File: config.mk
export PLATFORM = sky130hd
export DESIGN_NAME = m3i_merge
export DESIGN_NICKNAME = d
export VERILOG_FILES = /design/src/rtl/m3i_pkg.sv /design/src/rtl/m3i_merge.sv
export SDC_FILE = /design/constraint.sdc
export NUM_CORES = 1
export LEC_CHECK = 0
export BUFFER_PORTS_ARGS = -buffer_cell sky130_fd_sc_hd__buf_2
export CORE_AREA = 2 2 237 239
export DETAILED_ROUTE_END_ITERATION = 6
export DIE_AREA = 0 0 239 241
export PLACE_DENSITY = 0.63
export SYNTH_ARGS = -nofsm -noshare
export SYNTH_HDL_FRONTEND = slang
export SYNTH_SLANG_ARGS = --single-unit
File: constraint.sdc
create_clock -name clk -period 2.96 [get_ports clk]
set_input_delay 0.444 -clock clk [delete_from_list [all_inputs] [get_ports clk]]
set_output_delay 0.444 -clock clk [all_outputs]
set_load 0.02 [all_outputs]
File: src/rtl/m3i_pkg.sv
package m3i_pkg;

  localparam int DATA_W       = 16;
  localparam int PROD_W       = 2 * DATA_W;
  localparam int COF_W        = PROD_W + 1;
  localparam int DPROD_W      = DATA_W + COF_W;
  localparam int DET_W        = DPROD_W + 1;
  localparam int DEN_W        = DET_W - 1;
  localparam int MAG_W        = COF_W - 1;
  localparam int Q_W          = 32;
  localparam int FRAC_SH      = 24;
  localparam int LO_BITS      = Q_W - FRAC_SH;
  localparam int REM_W        = DEN_W + 1;
  localparam int NLANE        = 9;
  localparam int DIV_STEPS    = Q_W;
  localparam int FRONT_STAGES = 5;
  localparam int LANE_STAGES  = DIV_STEPS + 1;
  localparam int NSTG         = FRONT_STAGES + LANE_STAGES + 1;

  localparam logic [Q_W-1:0] SAT_POS = {1'b0, {(Q_W-1){1'b1}}};
  localparam logic [Q_W-1:0] SAT_NEG = {1'b1, {(Q_W-1){1'b0}}};

  typedef logic signed [DATA_W-1:0] entry_t;
  typedef logic signed [COF_W-1:0]  cof_t;
  typedef logic signed [DET_W-1:0]  det_t;
  typedef logic        [Q_W-1:0]    quo_t;

  typedef struct packed {
    entry_t m00; entry_t m01; entry_t m02;
    entry_t m10; entry_t m11; entry_t m12;
    entry_t m20; entry_t m21; entry_t m22;
  } mat_t;

  typedef struct packed {
    logic signed [Q_W-1:0] r00; logic signed [Q_W-1:0] r01; logic signed [Q_W-1:0] r02;
    logic signed [Q_W-1:0] r10; logic signed [Q_W-1:0] r11; logic signed [Q_W-1:0] r12;
    logic signed [Q_W-1:0] r20; logic signed [Q_W-1:0] r21; logic signed [Q_W-1:0] r22;
    logic                  singular;
  } res_t;

  // Per-lane status handed from a divider lane to the merging stage.
  typedef struct packed {
    logic neg;
    logic ovf;
    logic zero;
  } lane_flags_t;

endpackage

File: src/rtl/m3i_merge.sv
module m3i_merge (
  input  logic                 clk,
  input  logic                 en,
  input  m3i_pkg::quo_t        quo   [m3i_pkg::NLANE],
  input  m3i_pkg::lane_flags_t flags [m3i_pkg::NLANE],
  output m3i_pkg::res_t        res
);

  logic [m3i_pkg::Q_W-1:0] r [m3i_pkg::NLANE];
  logic                    sing;
  m3i_pkg::res_t           res_q;

  always_comb begin
    sing = flags[0].zero;
    for (int k = 0; k < m3i_pkg::NLANE; k++) begin
      if (sing) begin
        r[k] = '0;
      end else if (flags[k].neg) begin
        r[k] = (flags[k].ovf || quo[k] > m3i_pkg::SAT_NEG) ? m3i_pkg::SAT_NEG : -quo[k];
      end else begin
        r[k] = (flags[k].ovf || quo[k][m3i_pkg::Q_W-1]) ? m3i_pkg::SAT_POS : quo[k];
      end
    end
  end

  always_ff @(posedge clk) begin
    if (en) begin
      res_q.r00      <= r[0];
      res_q.r01      <= r[1];
      res_q.r02      <= r[2];
      res_q.r10      <= r[3];
      res_q.r11      <= r[4];
      res_q.r12      <= r[5];
      res_q.r20      <= r[6];
      res_q.r21      <= r[7];
      res_q.r22      <= r[8];
      res_q.singular <= sing;
    end
  end

  assign res = res_q;

endmodule

==> results of run 1 <==
[stage by stage]
step	utilization (%)	hold slack (ns)	std cells
3_3_place_gp	42.5	0.781	3352
4_1_cts	44.5	0.195	3417
3_5_place_dp	42.5	0.787	3352
2_1_floorplan	-	0.543	2083
5_1_grt	44.6	0.212	3421
6_report	44.6	0.242	3429
[final timing paths]
kind                  slack, ns        to  cells past startpoint     start
worst max-delay path       0.56  res[122]                      8   quo[96]
worst min-delay path       0.24  res[124]                      2  quo[123]
[final cells by class]
class	instances	area [sq um]
well taps	704	881
repair buffers	712	3960
clock inverters	17	133
clock buffers	48	1010
flip-flops and latches	289	8680
multi-input cells	1588	9560
fillers	5369	30400
diodes	12	30.0
inverters	59	221
[report_power, final]
part | total (mW) | switching (mW) | leakage (nW) | internal [mW]
clock | 4.39 | 1.82 | 0.561 | 2.57
sequential | 5.04 | 0.119 | 2.78 | 4.92
combinational | 2.37 | 1.62 | 5.74 | 0.756
[metal layers]
| layer | global-route usage [%] | vias to the layer above |
|---|---|---|
| met5 | 0 | - |
| met4 | 7.86 | 18 |
| met3 | 7.15 | 158 |
| met2 | 40.7 | 1068 |
| met1 | 29.7 | 9882 |
| li1 | - | 9546 |
[synthesized netlist by cell type, types with 13 or more instances]
cell | n | area (sq um)
sky130_fd_sc_hd__a211oi_1 | 60 | 450
sky130_fd_sc_hd__or4_1 | 35 | 263
sky130_fd_sc_hd__nand2_1 | 142 | 533
sky130_fd_sc_hd__nor4_1 | 64 | 400
sky130_fd_sc_hd__nand4_1 | 85 | 532
sky130_fd_sc_hd__o22ai_1 | 52 | 325
sky130_fd_sc_hd__nand3_1 | 90 | 450
sky130_fd_sc_hd__a311oi_1 | 94 | 823
sky130_fd_sc_hd__nor2_1 | 223 | 837
sky130_fd_sc_hd__a31oi_1 | 36 | 225
sky130_fd_sc_hd__buf_2 | 22 | 110
sky130_fd_sc_hd__or2_2 | 17 | 106
sky130_fd_sc_hd__or3_1 | 41 | 257
sky130_fd_sc_hd__clkbuf_1 | 115 | 432
sky130_fd_sc_hd__nand2b_1 | 13 | 81.3
sky130_fd_sc_hd__o21ai_0 | 44 | 220
sky130_fd_sc_hd__and3_1 | 14 | 87.6
sky130_fd_sc_hd__edfxtp_1 | 289 | 8680
sky130_fd_sc_hd__nor3_1 | 118 | 591
sky130_fd_sc_hd__inv_1 | 58 | 218
sky130_fd_sc_hd__a21oi_1 | 221 | 1110
[cell families (layout without fill, tap and decap cells)]
group                    count (synthesis)  in the layout  share of synthesized area, %
flip-flops                             289            289                          45.6
multiplexers                             8              8                         0.421
AO/OA/AOI/OAI                          616            616                          21.7
adder cells (fa/ha/maj)                  9              9                         0.591
buffers and inverters                  206            836                          4.36
other                                    0             12                             0
XOR/XNOR                                13             13                         0.598
AND/OR/NAND/NOR                        942            942                          26.8
[worst max-delay path, stage by stage]
cell and delay (ns):
sky130_fd_sc_hd__buf_2 0.14, sky130_fd_sc_hd__inv_1 0.06, sky130_fd_sc_hd__ha_1 0.21, sky130_fd_sc_hd__or3b_2 0.30, sky130_fd_sc_hd__nor3_4 0.07, sky130_fd_sc_hd__and4_1 0.23, sky130_fd_sc_hd__o31ai_4 1.02, sky130_fd_sc_hd__nor4_1 0.16
[layout by cell type (no fill, tap or decap), drive strengths merged, types with 52 or more instances in the layout]
master / netlist / final
a211oi: 61 / 61
a21oi: 221 / 221
a311oi: 95 / 95
buf: 32 / 712
edfxtp: 289 / 289
inv: 58 / 60
nand2: 142 / 142
nand3: 92 / 92
nand4: 85 / 85
nor2: 224 / 224
nor3: 125 / 125
nor4: 74 / 74
o22ai: 52 / 52
==> report_table.html, run 1 <==
<table>
<tr><th>Metric</th><th>Value</th></tr>
<tr><th colspan="2">Timing</th></tr>
<tr><td>Final worst-path setup slack</td><td>0.558 ns</td></tr>
<tr><td>Final hold viol count</td><td>0</td></tr>
<tr><td>Setup violations, final</td><td>0</td></tr>
<tr><td>Max-Slew Margin vs Limit</td><td>14.0%</td></tr>
<tr><td>Max Slew Vio Count</td><td>0</td></tr>
<tr><td>Maximum achievable frequency</td><td>~0.42 GHz</td></tr>
<tr><td>Slew @ Worst Pin</td><td>1.29 ns</td></tr>
<tr><td>Total negative slack</td><td>0 ns</td></tr>
<tr><td>Final min period</td><td>2.40 ns</td></tr>
<tr><td>Setup repair after global routing missed its margin</td><td>no</td></tr>
<tr><td>Final worst-path cycle share</td><td>81.1%</td></tr>
<tr><th colspan="2">Synth</th></tr>
<tr><td>Yosys warnings</td><td>0</td></tr>
<tr><td>Most used flip-flop cell after synthesis</td><td>sky130_fd_sc_hd__edfxtp_1</td></tr>
<tr><td>Synthesized instance count</td><td>2083</td></tr>
<tr><td>Syn Std Cell Area</td><td>0.0190 sq mm</td></tr>
<tr><td>Sequential area share after synthesis</td><td>45.6%</td></tr>
<tr><td>Synthesized flop and latch total</td><td>289</td></tr>
<tr><td>Unique cell type count in the Yosys netlist</td><td>84</td></tr>
<tr><td>Per-instance average area after synthesis</td><td>9.14 sq um</td></tr>
<tr><td>Nets in the synthesized netlist</td><td>2409</td></tr>
<tr><td>Share of flip-flops with an asynchronous set or reset</td><td>0%</td></tr>
<tr><td>Count of flip-flops with a built-in enable after synthesis</td><td>289</td></tr>
<tr><th colspan="2">Floorplan</th></tr>
<tr><td>Die Span Y</td><td>between 200 and 250 um</td></tr>
<tr><td>Width of the die</td><td>239 um</td></tr>
<tr><td>Die outline area</td><td>0.0576 sq mm</td></tr>
<tr><td>Core region area</td><td>0.0549 sq mm</td></tr>
<tr><td>I/O Pins</td><td>about 610</td></tr>
<tr><td>Num rows</td><td>86</td></tr>
<tr><td>Effective utilization at floorplan</td><td>a little over a third</td></tr>
<tr><th colspan="2">Route</th></tr>
<tr><td>DR WL met2</td><td>35.3 mm</td></tr>
<tr><td>Via total after detailed routing</td><td>20700</td></tr>
<tr><td>Max Used Layer</td><td>met5</td></tr>
<tr><td>Detailed-route vias per instance</td><td>6.03</td></tr>
<tr><td>Detailed-routing wirelength on met1</td><td>28.4 mm</td></tr>
<tr><td>Post-Route WL</td><td>between 70 and 80 mm</td></tr>
<tr><td>DRT antenna net count</td><td>0</td></tr>
<tr><td>Wire length on met3</td><td>7.41 mm</td></tr>
<tr><td>Number of remaining DRC errors</td><td>0</td></tr>
<tr><td>DR iter-0 viols</td><td>1869</td></tr>
<tr><td>Number of optimization iterations in the first detailed-route pass</td><td>5</td></tr>
<tr><td>WL per Instance</td><td>21.5 um</td></tr>
<tr><th colspan="2">Clocking</th></tr>
<tr><td>CTS root buf</td><td>sky130_fd_sc_hd__clkbuf_16</td></tr>
<tr><td>Num CTS Buffers</td><td>37</td></tr>
<tr><td>Clock-pin slew on the worst setup and hold paths</td><td>0.06 ns</td></tr>
<tr><td>H-tree depth</td><td>2</td></tr>
<tr><td>CTS tree</td><td>done</td></tr>
<tr><td>Quantity of gates resized following cts</td><td>0</td></tr>
<tr><td>Worst-case clock buffer depth</td><td>3</td></tr>
<tr><td>Post-CTS setup buffer count</td><td>0</td></tr>
<tr><td>Clk sink count</td><td>289</td></tr>
<tr><td>Hold buffers post-CTS</td><td>0</td></tr>
<tr><th colspan="2">Global route</th></tr>
<tr><td>Global routing usage summed across all routing layers</td><td>24.2%</td></tr>
<tr><td>Largest net degree at the start of global routing</td><td>69</td></tr>
<tr><td>Number of antenna violations at the first check in global routing</td><td>16</td></tr>
<tr><td>Wire length of the first global-routing pass</td><td>110 mm</td></tr>
<tr><td>Via count of the first global-routing pass</td><td>18800</td></tr>
<tr><td>Remaining global-route overflow</td><td>0</td></tr>
<tr><th colspan="2">Cells and area</th></tr>
<tr><td>Flip-flop count of the largest register after layout</td><td>289</td></tr>
<tr><td>Final #Nets</td><td>3013</td></tr>
<tr><td>Growth of design area from synthesis to finish</td><td>28.5%</td></tr>
<tr><td>Ratio of cells with drive above 1 in the final layout</td><td>30.6%</td></tr>
<tr><td>Final cell area excluding filler cells</td><td>around 0.024 sq mm</td></tr>
<tr><th colspan="2">Power and ir drop</th></tr>
<tr><td>Static leakage</td><td>9.08 nW</td></tr>
<tr><td>Sum of internal, switching and leakage power</td><td>about 12 mW</td></tr>
<tr><td>Max VDD drop</td><td>399 uV</td></tr>
<tr><td>Power per Cell Area</td><td>482 mW/mm^2</td></tr>
<tr><th colspan="2">Setup path</th></tr>
<tr><td>Largest driver fanout on the critical path</td><td>29</td></tr>
<tr><td>Required time reported for the critical path endpoint</td><td>3.20 ns</td></tr>
<tr><td>CP endpoint kind</td><td>flop</td></tr>
<tr><td>CP startpoint kind</td><td>input port</td></tr>
<tr><td>Kind of critical path</td><td>input port to flop</td></tr>
<tr><td>Data arrival, critical path</td><td>approximately 2.6 ns</td></tr>
<tr><th colspan="2">Placed design</th></tr>
<tr><td>DP HPWL</td><td>55.6 mm</td></tr>
<tr><td>Worst setup slack before clock tree synthesis</td><td>0.0154 ns</td></tr>
<tr><td>Port Buffers</td><td>597</td></tr>
<tr><td>Placer Congestion</td><td>around 1</td></tr>
<tr><td>Area of placed instances</td><td>0.0233 sq mm</td></tr>
<tr><th colspan="2">Hold path</th></tr>
<tr><td>HP Class</td><td>input port to flop</td></tr>
<tr><th colspan="2">Job</th></tr>
<tr><td>Maximum Capacitance Violations</td><td>0</td></tr>
<tr><th colspan="2">Status</th></tr>
<tr><td>Result of the run</td><td>complete, no violations</td></tr>
</table>
No activity file was read; power rests on OpenSTA's default activity.
==> inputs of run 2 (changes only) <==
--- a/config.mk
+++ b/config.mk
@@ -5,11 +5,12 @@
 export SDC_FILE = /design/constraint.sdc
 export NUM_CORES = 1
 export LEC_CHECK = 0
+export ABC_AREA = 1
 export BUFFER_PORTS_ARGS = -buffer_cell sky130_fd_sc_hd__buf_2
-export CORE_AREA = 2 2 237 239
+export CORE_AREA = 2 2 236 238
 export DETAILED_ROUTE_END_ITERATION = 6
-export DIE_AREA = 0 0 239 241
-export PLACE_DENSITY = 0.63
+export DIE_AREA = 0 0 238 240
+export PLACE_DENSITY = 0.72
 export SYNTH_ARGS = -nofsm -noshare
 export SYNTH_HDL_FRONTEND = slang
 export SYNTH_SLANG_ARGS = --single-unit
==> constraint.sdc (replaced) <==
create_clock -name clk -period 2 [get_ports clk]
set_input_delay 0.3 -clock clk [delete_from_list [all_inputs] [get_ports clk]]
set_output_delay 0.3 -clock clk [all_outputs]
set_load 0.02 [all_outputs]
==> report_table.html, run 2 <==
<table>
<tr><th>Metric</th><th>Value</th></tr>
<tr><th colspan="2">Cells and area</th></tr>
<tr><td>Most common cell after layout, fill and taps aside</td><td>sky130_fd_sc_hd__nand2_1 (was sky130_fd_sc_hd__buf_2)</td></tr>
<tr><td>Ratio of cells with drive above 1 in the final layout</td><td>23.2% (was 30.6%)</td></tr>
<tr><td>Growth of design area from synthesis to finish</td><td>26.7% (was 28.5%)</td></tr>
<tr><td>Final cell area excluding filler cells</td><td>0.0281 sq mm (was 0.0245 sq mm)</td></tr>
<tr><td>Layout fillers</td><td>5488 (was 5369)</td></tr>
<tr><td>Most frequent cells in the layout</td><td>sky130_fd_sc_hd__nand2_1, sky130_fd_sc_hd__buf_2, sky130_fd_sc_hd__nor2_1, sky130_fd_sc_hd__o21ai_0, sky130_fd_sc_hd__nand3_1 (was sky130_fd_sc_hd__buf_2, sky130_fd_sc_hd__edfxtp_1, sky130_fd_sc_hd__nor2_1, sky130_fd_sc_hd__a21oi_1, sky130_fd_sc_hd__nand2_1)</td></tr>
<tr><td>Flip-flop count of the largest register after layout</td><td>289 (unchanged)</td></tr>
<tr><td>Final #Nets</td><td>4128 (was 3013)</td></tr>
<tr><th colspan="2">Placed design</th></tr>
<tr><td>DP HPWL</td><td>64.0 mm (was 55.6 mm)</td></tr>
<tr><td>Worst setup slack before clock tree synthesis</td><td>-0.0528 ns (was 0.0154 ns)</td></tr>
<tr><td>Placer Congestion</td><td>0.980 (was 0.976)</td></tr>
<tr><td>Port Buffers</td><td>597 (unchanged)</td></tr>
<tr><td>Area of placed instances</td><td>0.0269 sq mm (was 0.0233 sq mm)</td></tr>
<tr><th colspan="2">Power and ir drop</th></tr>
<tr><td>Combinational power share</td><td>22.4% (was 20.1%)</td></tr>
<tr><td>Max VDD drop</td><td>541 uV (was 399 uV)</td></tr>
<tr><td>Clk network pwr share</td><td>36.0% (was 37.2%)</td></tr>
<tr><td>Static leakage</td><td>11.7 nW (was 9.08 nW)</td></tr>
<tr><td>Internal power</td><td>12.2 mW (was 8.25 mW)</td></tr>
<tr><td>Part of the total power dissipated in sequential elements</td><td>41.6% (was 42.7%)</td></tr>
<tr><td>Power per Cell Area</td><td>634 mW/mm^2 (was 482 mW/mm^2)</td></tr>
<tr><td>Switching component of the power</td><td>5.59 mW (was 3.55 mW)</td></tr>
<tr><td>Switching fraction of total power</td><td>31.3% (was 30.1%)</td></tr>
<tr><td>Sum of internal, switching and leakage power</td><td>17.8 mW (was 11.8 mW)</td></tr>
<tr><th colspan="2">Floorplan</th></tr>
<tr><td>I/O Pins</td><td>606 (unchanged)</td></tr>
<tr><td>Core region area</td><td>0.0547 sq mm (was 0.0549 sq mm)</td></tr>
<tr><td>Die Span Y</td><td>240 um (was 241 um)</td></tr>
<tr><td>Width of the die</td><td>238 um (was 239 um)</td></tr>
<tr><td>Effective utilization at floorplan</td><td>40.6% (was 34.7%)</td></tr>
<tr><td>Die outline area</td><td>0.0571 sq mm (was 0.0576 sq mm)</td></tr>
<tr><td>Num rows</td><td>86 (unchanged)</td></tr>
<tr><th colspan="2">Hold path</th></tr>
<tr><td>Hold Crit Depth</td><td>3 (was 2)</td></tr>
<tr><td>HP Class</td><td>input port to flop (unchanged)</td></tr>
<tr><th colspan="2">Clocking</th></tr>
<tr><td>CTS tree</td><td>done (unchanged)</td></tr>
<tr><td>H-tree depth</td><td>2 (unchanged)</td></tr>
<tr><td>Hold buffers post-CTS</td><td>0 (unchanged)</td></tr>
<tr><td>Post-CTS setup buffer count</td><td>0 (unchanged)</td></tr>
<tr><td>Clk sink count</td><td>289 (unchanged)</td></tr>
<tr><td>Worst-case clock buffer depth</td><td>3 (unchanged)</td></tr>
<tr><td>Quantity of gates resized following cts</td><td>0 (unchanged)</td></tr>
<tr><td>Num CTS Buffers</td><td>37 (unchanged)</td></tr>
<tr><td>CTS root buf</td><td>sky130_fd_sc_hd__clkbuf_16 (unchanged)</td></tr>
<tr><td>Clock-pin slew on the worst setup and hold paths</td><td>0.05 ns (was 0.06 ns)</td></tr>
<tr><th colspan="2">Synth</th></tr>
<tr><td>Most used flip-flop cell after synthesis</td><td>sky130_fd_sc_hd__edfxtp_1 (unchanged)</td></tr>
<tr><td>Syn Std Cell Area</td><td>0.0222 sq mm (was 0.0190 sq mm)</td></tr>
<tr><td>Share of flip-flops with an asynchronous set or reset</td><td>0% (unchanged)</td></tr>
<tr><td>Sequential area share after synthesis</td><td>39.1% (was 45.6%)</td></tr>
<tr><td>Nets in the synthesized netlist</td><td>3464 (was 2409)</td></tr>
<tr><td>Compound-gate portion of the synthesized area</td><td>14.8% (was 21.7%)</td></tr>
<tr><td>Per-instance average area after synthesis</td><td>7.07 sq um (was 9.14 sq um)</td></tr>
<tr><td>Dominant combinational cell family by area after synthesis</td><td>simple AND/OR/NAND/NOR gates (unchanged)</td></tr>
<tr><td>Most area-consuming cells after synthesis</td><td>sky130_fd_sc_hd__edfxtp_1, sky130_fd_sc_hd__nand2_1, sky130_fd_sc_hd__nor2_1 (was sky130_fd_sc_hd__edfxtp_1, sky130_fd_sc_hd__a21oi_1, sky130_fd_sc_hd__nor2_1)</td></tr>
<tr><td>Post-synthesis share of cell area spent on and, or, nand and nor gates</td><td>32.1% (was 26.8%)</td></tr>
<tr><td>Unique cell type count in the Yosys netlist</td><td>32 (was 84)</td></tr>
<tr><td>Multiplexer area fraction after synthesis</td><td>0% (was 0.421%)</td></tr>
<tr><td>Fraction of synthesized cell area taken by the top area cell type</td><td>39.1% (was 45.6%)</td></tr>
<tr><td>Dominant cell by count in the synthesized netlist</td><td>sky130_fd_sc_hd__nand2_1 (was sky130_fd_sc_hd__edfxtp_1)</td></tr>
<tr><td>Post-synth top area cell</td><td>sky130_fd_sc_hd__edfxtp_1 (unchanged)</td></tr>
<tr><td>Count of flip-flops with a built-in enable after synthesis</td><td>289 (unchanged)</td></tr>
<tr><td>Synthesized flop and latch total</td><td>289 (unchanged)</td></tr>
<tr><td>Arithmetic-cell share of the synthesized area counting full adders, half adders and majority gates</td><td>0.507% (was 0.591%)</td></tr>
<tr><td>XOR/XNOR share of the synthesized area</td><td>4.85% (was 0.598%)</td></tr>
<tr><td>Yosys warnings</td><td>0 (unchanged)</td></tr>
<tr><td>Top cell types by occurrence after synthesis</td><td>sky130_fd_sc_hd__nand2_1, sky130_fd_sc_hd__nor2_1, sky130_fd_sc_hd__o21ai_0 (was sky130_fd_sc_hd__edfxtp_1, sky130_fd_sc_hd__nor2_1, sky130_fd_sc_hd__a21oi_1)</td></tr>
<tr><td>Synthesized instance count</td><td>3138 (was 2083)</td></tr>
<tr><th colspan="2">Timing</th></tr>
<tr><td>Final min period</td><td>1.57 ns</td></tr>
<tr><td>Max-Slew Margin vs Limit</td><td>52.3% (was 14.0%)</td></tr>
<tr><td>Setup repair after global routing missed its margin</td><td>no (unchanged)</td></tr>
<tr><td>Final worst hold slack</td><td>0.118 ns (was 0.242 ns)</td></tr>
<tr><td>Final worst-path cycle share</td><td>78.6%</td></tr>
<tr><td>Final worst-path setup slack</td><td>0.428 ns (was 0.558 ns)</td></tr>
<tr><td>Total negative slack</td><td>0 ns (unchanged)</td></tr>
<tr><td>Maximum achievable frequency</td><td>0.636 GHz</td></tr>
<tr><td>Slew @ Worst Pin</td><td>0.715 ns (was 1.29 ns)</td></tr>
<tr><td>Setup violations, final</td><td>0 (unchanged)</td></tr>
<tr><td>Max Slew Vio Count</td><td>0 (unchanged)</td></tr>
<tr><td>Final hold viol count</td><td>0 (unchanged)</td></tr>
<tr><th colspan="2">Setup path</th></tr>
<tr><td>Cell breakdown of the critical path</td><td>buf_2 (was buf_2 &gt; inv_1 &gt; ha_1 &gt; or3b_2 &gt; nor3_4 &gt; and4_1 &gt; o31ai_4 &gt; nor4_1)</td></tr>
<tr><td>CP endpoint kind</td><td>output port (was flop)</td></tr>
<tr><td>Kind of critical path</td><td>flop to output port (was input port to flop)</td></tr>
<tr><td>CP startpoint kind</td><td>flop (was input port)</td></tr>
<tr><td>Data arrival, critical path</td><td>1.27 ns (was 2.64 ns)</td></tr>
<tr><td>CP top delay family</td><td>flip-flops (was compound AO/OA/AOI/OAI gates)</td></tr>
<tr><td>Number of logic stages on the critical path including buffering</td><td>1 (was 8)</td></tr>
<tr><td>Largest driver fanout on the critical path</td><td>1 (was 29)</td></tr>
<tr><td>Delay of the slowest critical-path stage</td><td>0.50 ns (was 1.02 ns)</td></tr>
<tr><td>Cell with the biggest individual delay on the critical path</td><td>sky130_fd_sc_hd__edfxtp_1 (was sky130_fd_sc_hd__o31ai_4)</td></tr>
<tr><td>Worst path bufs/invs</td><td>1 (was 2)</td></tr>
<tr><td>Required time reported for the critical path endpoint</td><td>1.70 ns (was 3.20 ns)</td></tr>
<tr><th colspan="2">Route</th></tr>
<tr><td>WL per Instance</td><td>17.9 um (was 21.5 um)</td></tr>
<tr><td>Detailed-route vias per instance</td><td>5.38 (was 6.03)</td></tr>
<tr><td>Number of optimization iterations in the first detailed-route pass</td><td>5 (unchanged)</td></tr>
<tr><td>Via total after detailed routing</td><td>24500 (was 20700)</td></tr>
<tr><td>DR iter-0 viols</td><td>1993 (was 1869)</td></tr>
<tr><td>DRT antenna net count</td><td>0 (unchanged)</td></tr>
<tr><td>Post-Route WL</td><td>81.7 mm (was 73.7 mm)</td></tr>
<tr><td>Number of remaining DRC errors</td><td>0 (unchanged)</td></tr>
<tr><th colspan="2">Global route</th></tr>
<tr><td>Global routing usage summed across all routing layers</td><td>27.4% (was 24.2%)</td></tr>
<tr><td>Number of antenna violations at the first check in global routing</td><td>28 (was 16)</td></tr>
<tr><td>Largest net degree at the start of global routing</td><td>103 (was 69)</td></tr>
<tr><td>Remaining global-route overflow</td><td>0 (unchanged)</td></tr>
<tr><td>Via count of the first global-routing pass</td><td>22300 (was 18800)</td></tr>
<tr><td>Wire length of the first global-routing pass</td><td>124 mm (was 110 mm)</td></tr>
<tr><th colspan="2">Job</th></tr>
<tr><td>Maximum Capacitance Violations</td><td>0 (unchanged)</td></tr>
<tr><th colspan="2">Status</th></tr>
<tr><td>Result of the run</td><td>complete, no violations (unchanged)</td></tr>
</table>
run 2: cell types whose count changed after synthesis, sizes merged, moves of 52 or more:
cell / change
a211oi: -61
a21oi: +73
a311oi: -95
inv: +254
nand2: +494
nand3: +243
nor2: +289
nor3: -117
nor4: -65
o21ai: +285
o22ai: -52
xor2: +84
run 2: kinds of logic after synthesis:
logic type | count (synthesis)
flops | 289
simple gates | 1615
compound gates | 646
buf+inv | 456
xor+xnor | 123
fa+ha+maj | 9
run 2: area by class of cell:
cell class	count	area, sq um	area share [%]
clock inverter	18	135	0.480
antenna	22	55.1	0.196
sequential	289	8680	30.9
timing repair buffer	768	4600	16.4
inverter	313	1170	4.18
multi-input combinational	2393	11600	41.2
tap	704	881	3.13
clock buffer	45	998	3.55
run 2: worst paths after layout:
kind / from / slack, ns / endpoint
worst min-delay path: quo[160] / 0.12 / res[161]
worst max-delay path: res[10] / 0.43 / res[10]
run 2: routing by layer:
metal | global-route usage [%] | vias up | part of all wire (%)
li1 | - | 11900 | -
met1 | 35.9 | 11400 | 42
met2 | 44.3 | 1007 | 46
met3 | 6.15 | 170 | 8.9
met4 | 10.0 | 14 | 3.3
met5 | 0 | - | 0.098
run 2: tightest hold or removal path: stages:
cell and delay, ns:
sky130_fd_sc_hd__buf_2 0.09, sky130_fd_sc_hd__nand2_1 0.05, sky130_fd_sc_hd__a21oi_1 0.11
run 2: stage by stage:
step                      util, %  cells
after global placement       49.3   4467
after CTS                    51.3   4530
after detailed placement     49.3   4467
final                        51.4   4552
after floorplan                 -   3138
after global routing         51.4   4549
run 2: power by group through the flow:
stage               sequential [mW]  clock [mW]  combinational, mW
floorplan                      8.18           0               1.45
global route                   7.45        6.79               4.34
global placement               7.54           0               3.92
detailed placement             7.54           0               3.95
CTS                            7.42        6.56               3.97
finish                         7.42        6.42               4.00
==> inputs of run 3 (changes only) <==
--- a/config.mk
+++ b/config.mk
@@ -7,10 +7,10 @@
 export LEC_CHECK = 0
 export ABC_AREA = 1
 export BUFFER_PORTS_ARGS = -buffer_cell sky130_fd_sc_hd__buf_2
-export CORE_AREA = 2 2 236 238
+export CORE_AREA = 2 2 234 236
 export DETAILED_ROUTE_END_ITERATION = 6
-export DIE_AREA = 0 0 238 240
-export PLACE_DENSITY = 0.72
+export DIE_AREA = 0 0 236 238
+export PLACE_DENSITY = 0.7
 export SYNTH_ARGS = -nofsm -noshare
 export SYNTH_HDL_FRONTEND = slang
 export SYNTH_SLANG_ARGS = --single-unit
==> constraint.sdc (replaced) <==
create_clock -name clk -period 1.57 [get_ports clk]
set_input_delay 0.2355 -clock clk [delete_from_list [all_inputs] [get_ports clk]]
set_output_delay 0.2355 -clock clk [all_outputs]
set_load 0.02 [all_outputs]
==> report_table.html, run 3 (synthesized netlist as in run 2, its figures left out) <==
<table>
<tr><th>Metric</th><th>Value</th></tr>
<tr><th colspan="2">Floorplan</th></tr>
<tr><td>Num rows</td><td>85 (was 86)</td></tr>
<tr><td>Core region area</td><td>0.0535 sq mm (was 0.0547 sq mm)</td></tr>
<tr><td>I/O Pins</td><td>606 (unchanged)</td></tr>
<tr><td>Die Span Y</td><td>238 um (was 240 um)</td></tr>
<tr><td>Effective utilization at floorplan</td><td>41.5% (was 40.6%)</td></tr>
<tr><td>Width of the die</td><td>236 um (was 238 um)</td></tr>
<tr><td>Die outline area</td><td>0.0562 sq mm (was 0.0571 sq mm)</td></tr>
<tr><th colspan="2">Clocking</th></tr>
<tr><td>Quantity of gates resized following cts</td><td>0 (unchanged)</td></tr>
<tr><td>Clk sink count</td><td>289 (unchanged)</td></tr>
<tr><td>Hold buffers post-CTS</td><td>0 (unchanged)</td></tr>
<tr><td>Clock-pin slew on the worst setup and hold paths</td><td>0.06 ns (was 0.05 ns)</td></tr>
<tr><td>Post-CTS setup buffer count</td><td>0 (unchanged)</td></tr>
<tr><td>Num CTS Buffers</td><td>37 (unchanged)</td></tr>
<tr><td>Worst-case clock buffer depth</td><td>3 (unchanged)</td></tr>
<tr><td>H-tree depth</td><td>2 (unchanged)</td></tr>
<tr><td>CTS root buf</td><td>sky130_fd_sc_hd__clkbuf_16 (unchanged)</td></tr>
<tr><td>CTS tree</td><td>done (unchanged)</td></tr>
<tr><th colspan="2">Setup path</th></tr>
<tr><td>Data arrival, critical path</td><td>1.23 ns (was 1.27 ns)</td></tr>
<tr><td>CP endpoint kind</td><td>output port (unchanged)</td></tr>
<tr><td>Worst path bufs/invs</td><td>1 (unchanged)</td></tr>
<tr><td>Delay of the slowest critical-path stage</td><td>0.47 ns (was 0.50 ns)</td></tr>
<tr><td>CP top delay family</td><td>flip-flops (unchanged)</td></tr>
<tr><td>Cell with the biggest individual delay on the critical path</td><td>sky130_fd_sc_hd__edfxtp_1 (unchanged)</td></tr>
<tr><td>CP startpoint kind</td><td>flop (unchanged)</td></tr>
<tr><td>Setup crit start</td><td>res[153] (was res[10])</td></tr>
<tr><td>Cell breakdown of the critical path</td><td>buf_2 (unchanged)</td></tr>
<tr><td>Kind of critical path</td><td>flop to output port (unchanged)</td></tr>
<tr><td>Largest driver fanout on the critical path</td><td>1 (unchanged)</td></tr>
<tr><td>Required time reported for the critical path endpoint</td><td>1.33 ns (was 1.70 ns)</td></tr>
<tr><th colspan="2">Placed design</th></tr>
<tr><td>Area of placed instances</td><td>0.0312 sq mm (was 0.0269 sq mm)</td></tr>
<tr><td>Worst setup slack before clock tree synthesis</td><td>-0.436 ns (was -0.0528 ns)</td></tr>
<tr><td>Port Buffers</td><td>597 (unchanged)</td></tr>
<tr><td>DP HPWL</td><td>72.4 mm (was 64.0 mm)</td></tr>
<tr><td>Number of instances in the placed design</td><td>5002 (was 4467)</td></tr>
<tr><td>Placer Congestion</td><td>1.01 (was 0.980)</td></tr>
<tr><th colspan="2">Timing</th></tr>
<tr><td>Final worst-path setup slack</td><td>0.105 ns (was 0.428 ns)</td></tr>
<tr><td>Final hold viol count</td><td>0 (unchanged)</td></tr>
<tr><td>Max-Slew Margin vs Limit</td><td>72.5% (was 52.3%)</td></tr>
<tr><td>Setup repair after global routing missed its margin</td><td>no (unchanged)</td></tr>
<tr><td>Max Slew Vio Count</td><td>0 (unchanged)</td></tr>
<tr><td>Maximum achievable frequency</td><td>0.682 GHz</td></tr>
<tr><td>Final min period</td><td>~1.5 ns</td></tr>
<tr><td>Final worst-path cycle share</td><td>93.3%</td></tr>
<tr><td>Setup violations, final</td><td>0 (unchanged)</td></tr>
<tr><td>Slew @ Worst Pin</td><td>0.412 ns (was 0.715 ns)</td></tr>
<tr><th colspan="2">Cells and area</th></tr>
<tr><td>Ratio of cells with drive above 1 in the final layout</td><td>33.1% (was 23.2%)</td></tr>
<tr><td>Layout fillers</td><td>4923 (was 5488)</td></tr>
<tr><td>Final #Nets</td><td>4671 (was 4128)</td></tr>
<tr><td>Final cell area excluding filler cells</td><td>0.0324 sq mm (was 0.0281 sq mm)</td></tr>
<tr><td>Multi-input gate area</td><td>0.0117 sq mm (was 0.0116 sq mm)</td></tr>
<tr><td>FF+latch area</td><td>0.00868 sq mm (unchanged)</td></tr>
<tr><td>Flip-flop count of the largest register after layout</td><td>289 (unchanged)</td></tr>
<tr><td>Growth of design area from synthesis to finish</td><td>46.2% (was 26.7%)</td></tr>
<tr><td>Cell Count, Final, Fillers Out</td><td>5086 (was 4552)</td></tr>
<tr><td>Most frequent cells in the layout</td><td>sky130_fd_sc_hd__buf_4, sky130_fd_sc_hd__nand2_1, sky130_fd_sc_hd__buf_2, sky130_fd_sc_hd__nor2_1, sky130_fd_sc_hd__o21ai_0 (was sky130_fd_sc_hd__nand2_1, sky130_fd_sc_hd__buf_2, sky130_fd_sc_hd__nor2_1, sky130_fd_sc_hd__o21ai_0, sky130_fd_sc_hd__nand3_1)</td></tr>
<tr><td>Most common cell after layout, fill and taps aside</td><td>sky130_fd_sc_hd__buf_4 (was sky130_fd_sc_hd__nand2_1)</td></tr>
<tr><th colspan="2">Hold path</th></tr>
<tr><td>HP Class</td><td>input port to flop (unchanged)</td></tr>
<tr><td>Worst Hold Launch</td><td>en (was quo[160])</td></tr>
<tr><th colspan="2">Route</th></tr>
<tr><td>DRT antenna net count</td><td>0 (unchanged)</td></tr>
<tr><td>WL per Instance</td><td>17.8 um (was 17.9 um)</td></tr>
<tr><td>DR iter-0 viols</td><td>2098 (was 1993)</td></tr>
<tr><td>Number of remaining DRC errors</td><td>0 (unchanged)</td></tr>
<tr><td>Detailed-route vias per instance</td><td>5.29 (was 5.38)</td></tr>
<tr><td>Number of optimization iterations in the first detailed-route pass</td><td>5 (unchanged)</td></tr>
<tr><td>Post-Route WL</td><td>90.8 mm (was 81.7 mm)</td></tr>
<tr><td>Via total after detailed routing</td><td>26900 (was 24500)</td></tr>
<tr><th colspan="2">Global route</th></tr>
<tr><td>Wire length of the first global-routing pass</td><td>139 mm (was 124 mm)</td></tr>
<tr><td>Global routing usage summed across all routing layers</td><td>31.2% (was 27.4%)</td></tr>
<tr><td>Largest net degree at the start of global routing</td><td>61 (was 103)</td></tr>
<tr><td>Remaining global-route overflow</td><td>0 (unchanged)</td></tr>
<tr><td>Number of antenna violations at the first check in global routing</td><td>22 (was 28)</td></tr>
<tr><td>Via count of the first global-routing pass</td><td>25700 (was 22300)</td></tr>
<tr><th colspan="2">Status</th></tr>
<tr><td>Result of the run</td><td>complete, no violations (unchanged)</td></tr>
<tr><th colspan="2">Power and ir drop</th></tr>
<tr><td>Power per Cell Area</td><td>740 mW/mm^2 (was 634 mW/mm^2)</td></tr>
<tr><td>Static leakage</td><td>14.4 nW (was 11.7 nW)</td></tr>
<tr><td>Max VDD drop</td><td>869 uV (was 541 uV)</td></tr>
<tr><th colspan="2">Job</th></tr>
<tr><td>Maximum Capacitance Violations</td><td>0 (unchanged)</td></tr>
</table>
==> run 3: changes by cell type in the layout (fill, tap and decap cells not counted), moves of 3 or more <==
cell,delta
sky130_fd_sc_hd__inv_1,-3
sky130_fd_sc_hd__ha_2,+5
sky130_fd_sc_hd__clkinv_2,+3
sky130_fd_sc_hd__diode_2,-4
sky130_fd_sc_hd__buf_4,+531
sky130_fd_sc_hd__ha_1,-7
sky130_fd_sc_hd__buf_12,+12
sky130_fd_sc_hd__nor2_1,-3
sky130_fd_sc_hd__inv_2,+3
==> run 3: per-layer routing <==
layer | GRT usage (%) | part of all wire (%)
met4 | 15.7 | 5.4
met1 | 37.1 | 39
met5 | 0 | 0.11
met2 | 53.5 | 48
met3 | 6.30 | 7.8
==> run 3: layout make-up <==
type / count / share of cell area, %
flip-flops and latches: 289 / 26.7
diodes: 18 / 0.139
inverters: 313 / 3.62
clock buffers: 47 / 3.10
repair buffers: 1311 / 27.2
clock inverters: 19 / 0.501
multi-input cells: 2393 / 36.0
well taps: 696 / 2.68
==> run 3: power by group <==
| group | internal [mW] | switching (mW) |
|---|---|---|
| clock | 4.89 | 3.57 |
| sequential | 9.25 | 0.252 |
| combinational | 2.37 | 3.69 |
==> run 3: metrics by stage <==
step	hold WS [ns]	setup TNS, ns	utilization, %	total power, mW
finish	0.0357	0	60.7	24.0
global placement	0.588	-66.37	58.4	15.6
floorplan	0.334	0	-	12.3
detailed placement	0.597	-71.08	58.4	15.6
global route	0.0224	0	60.6	24.9
CTS	0.00664	0	60.6	24.1
==> run 3: final timing paths <==
check	end	cells past startpoint
hold / removal	res[179]	1
setup / recovery	res[153]	1
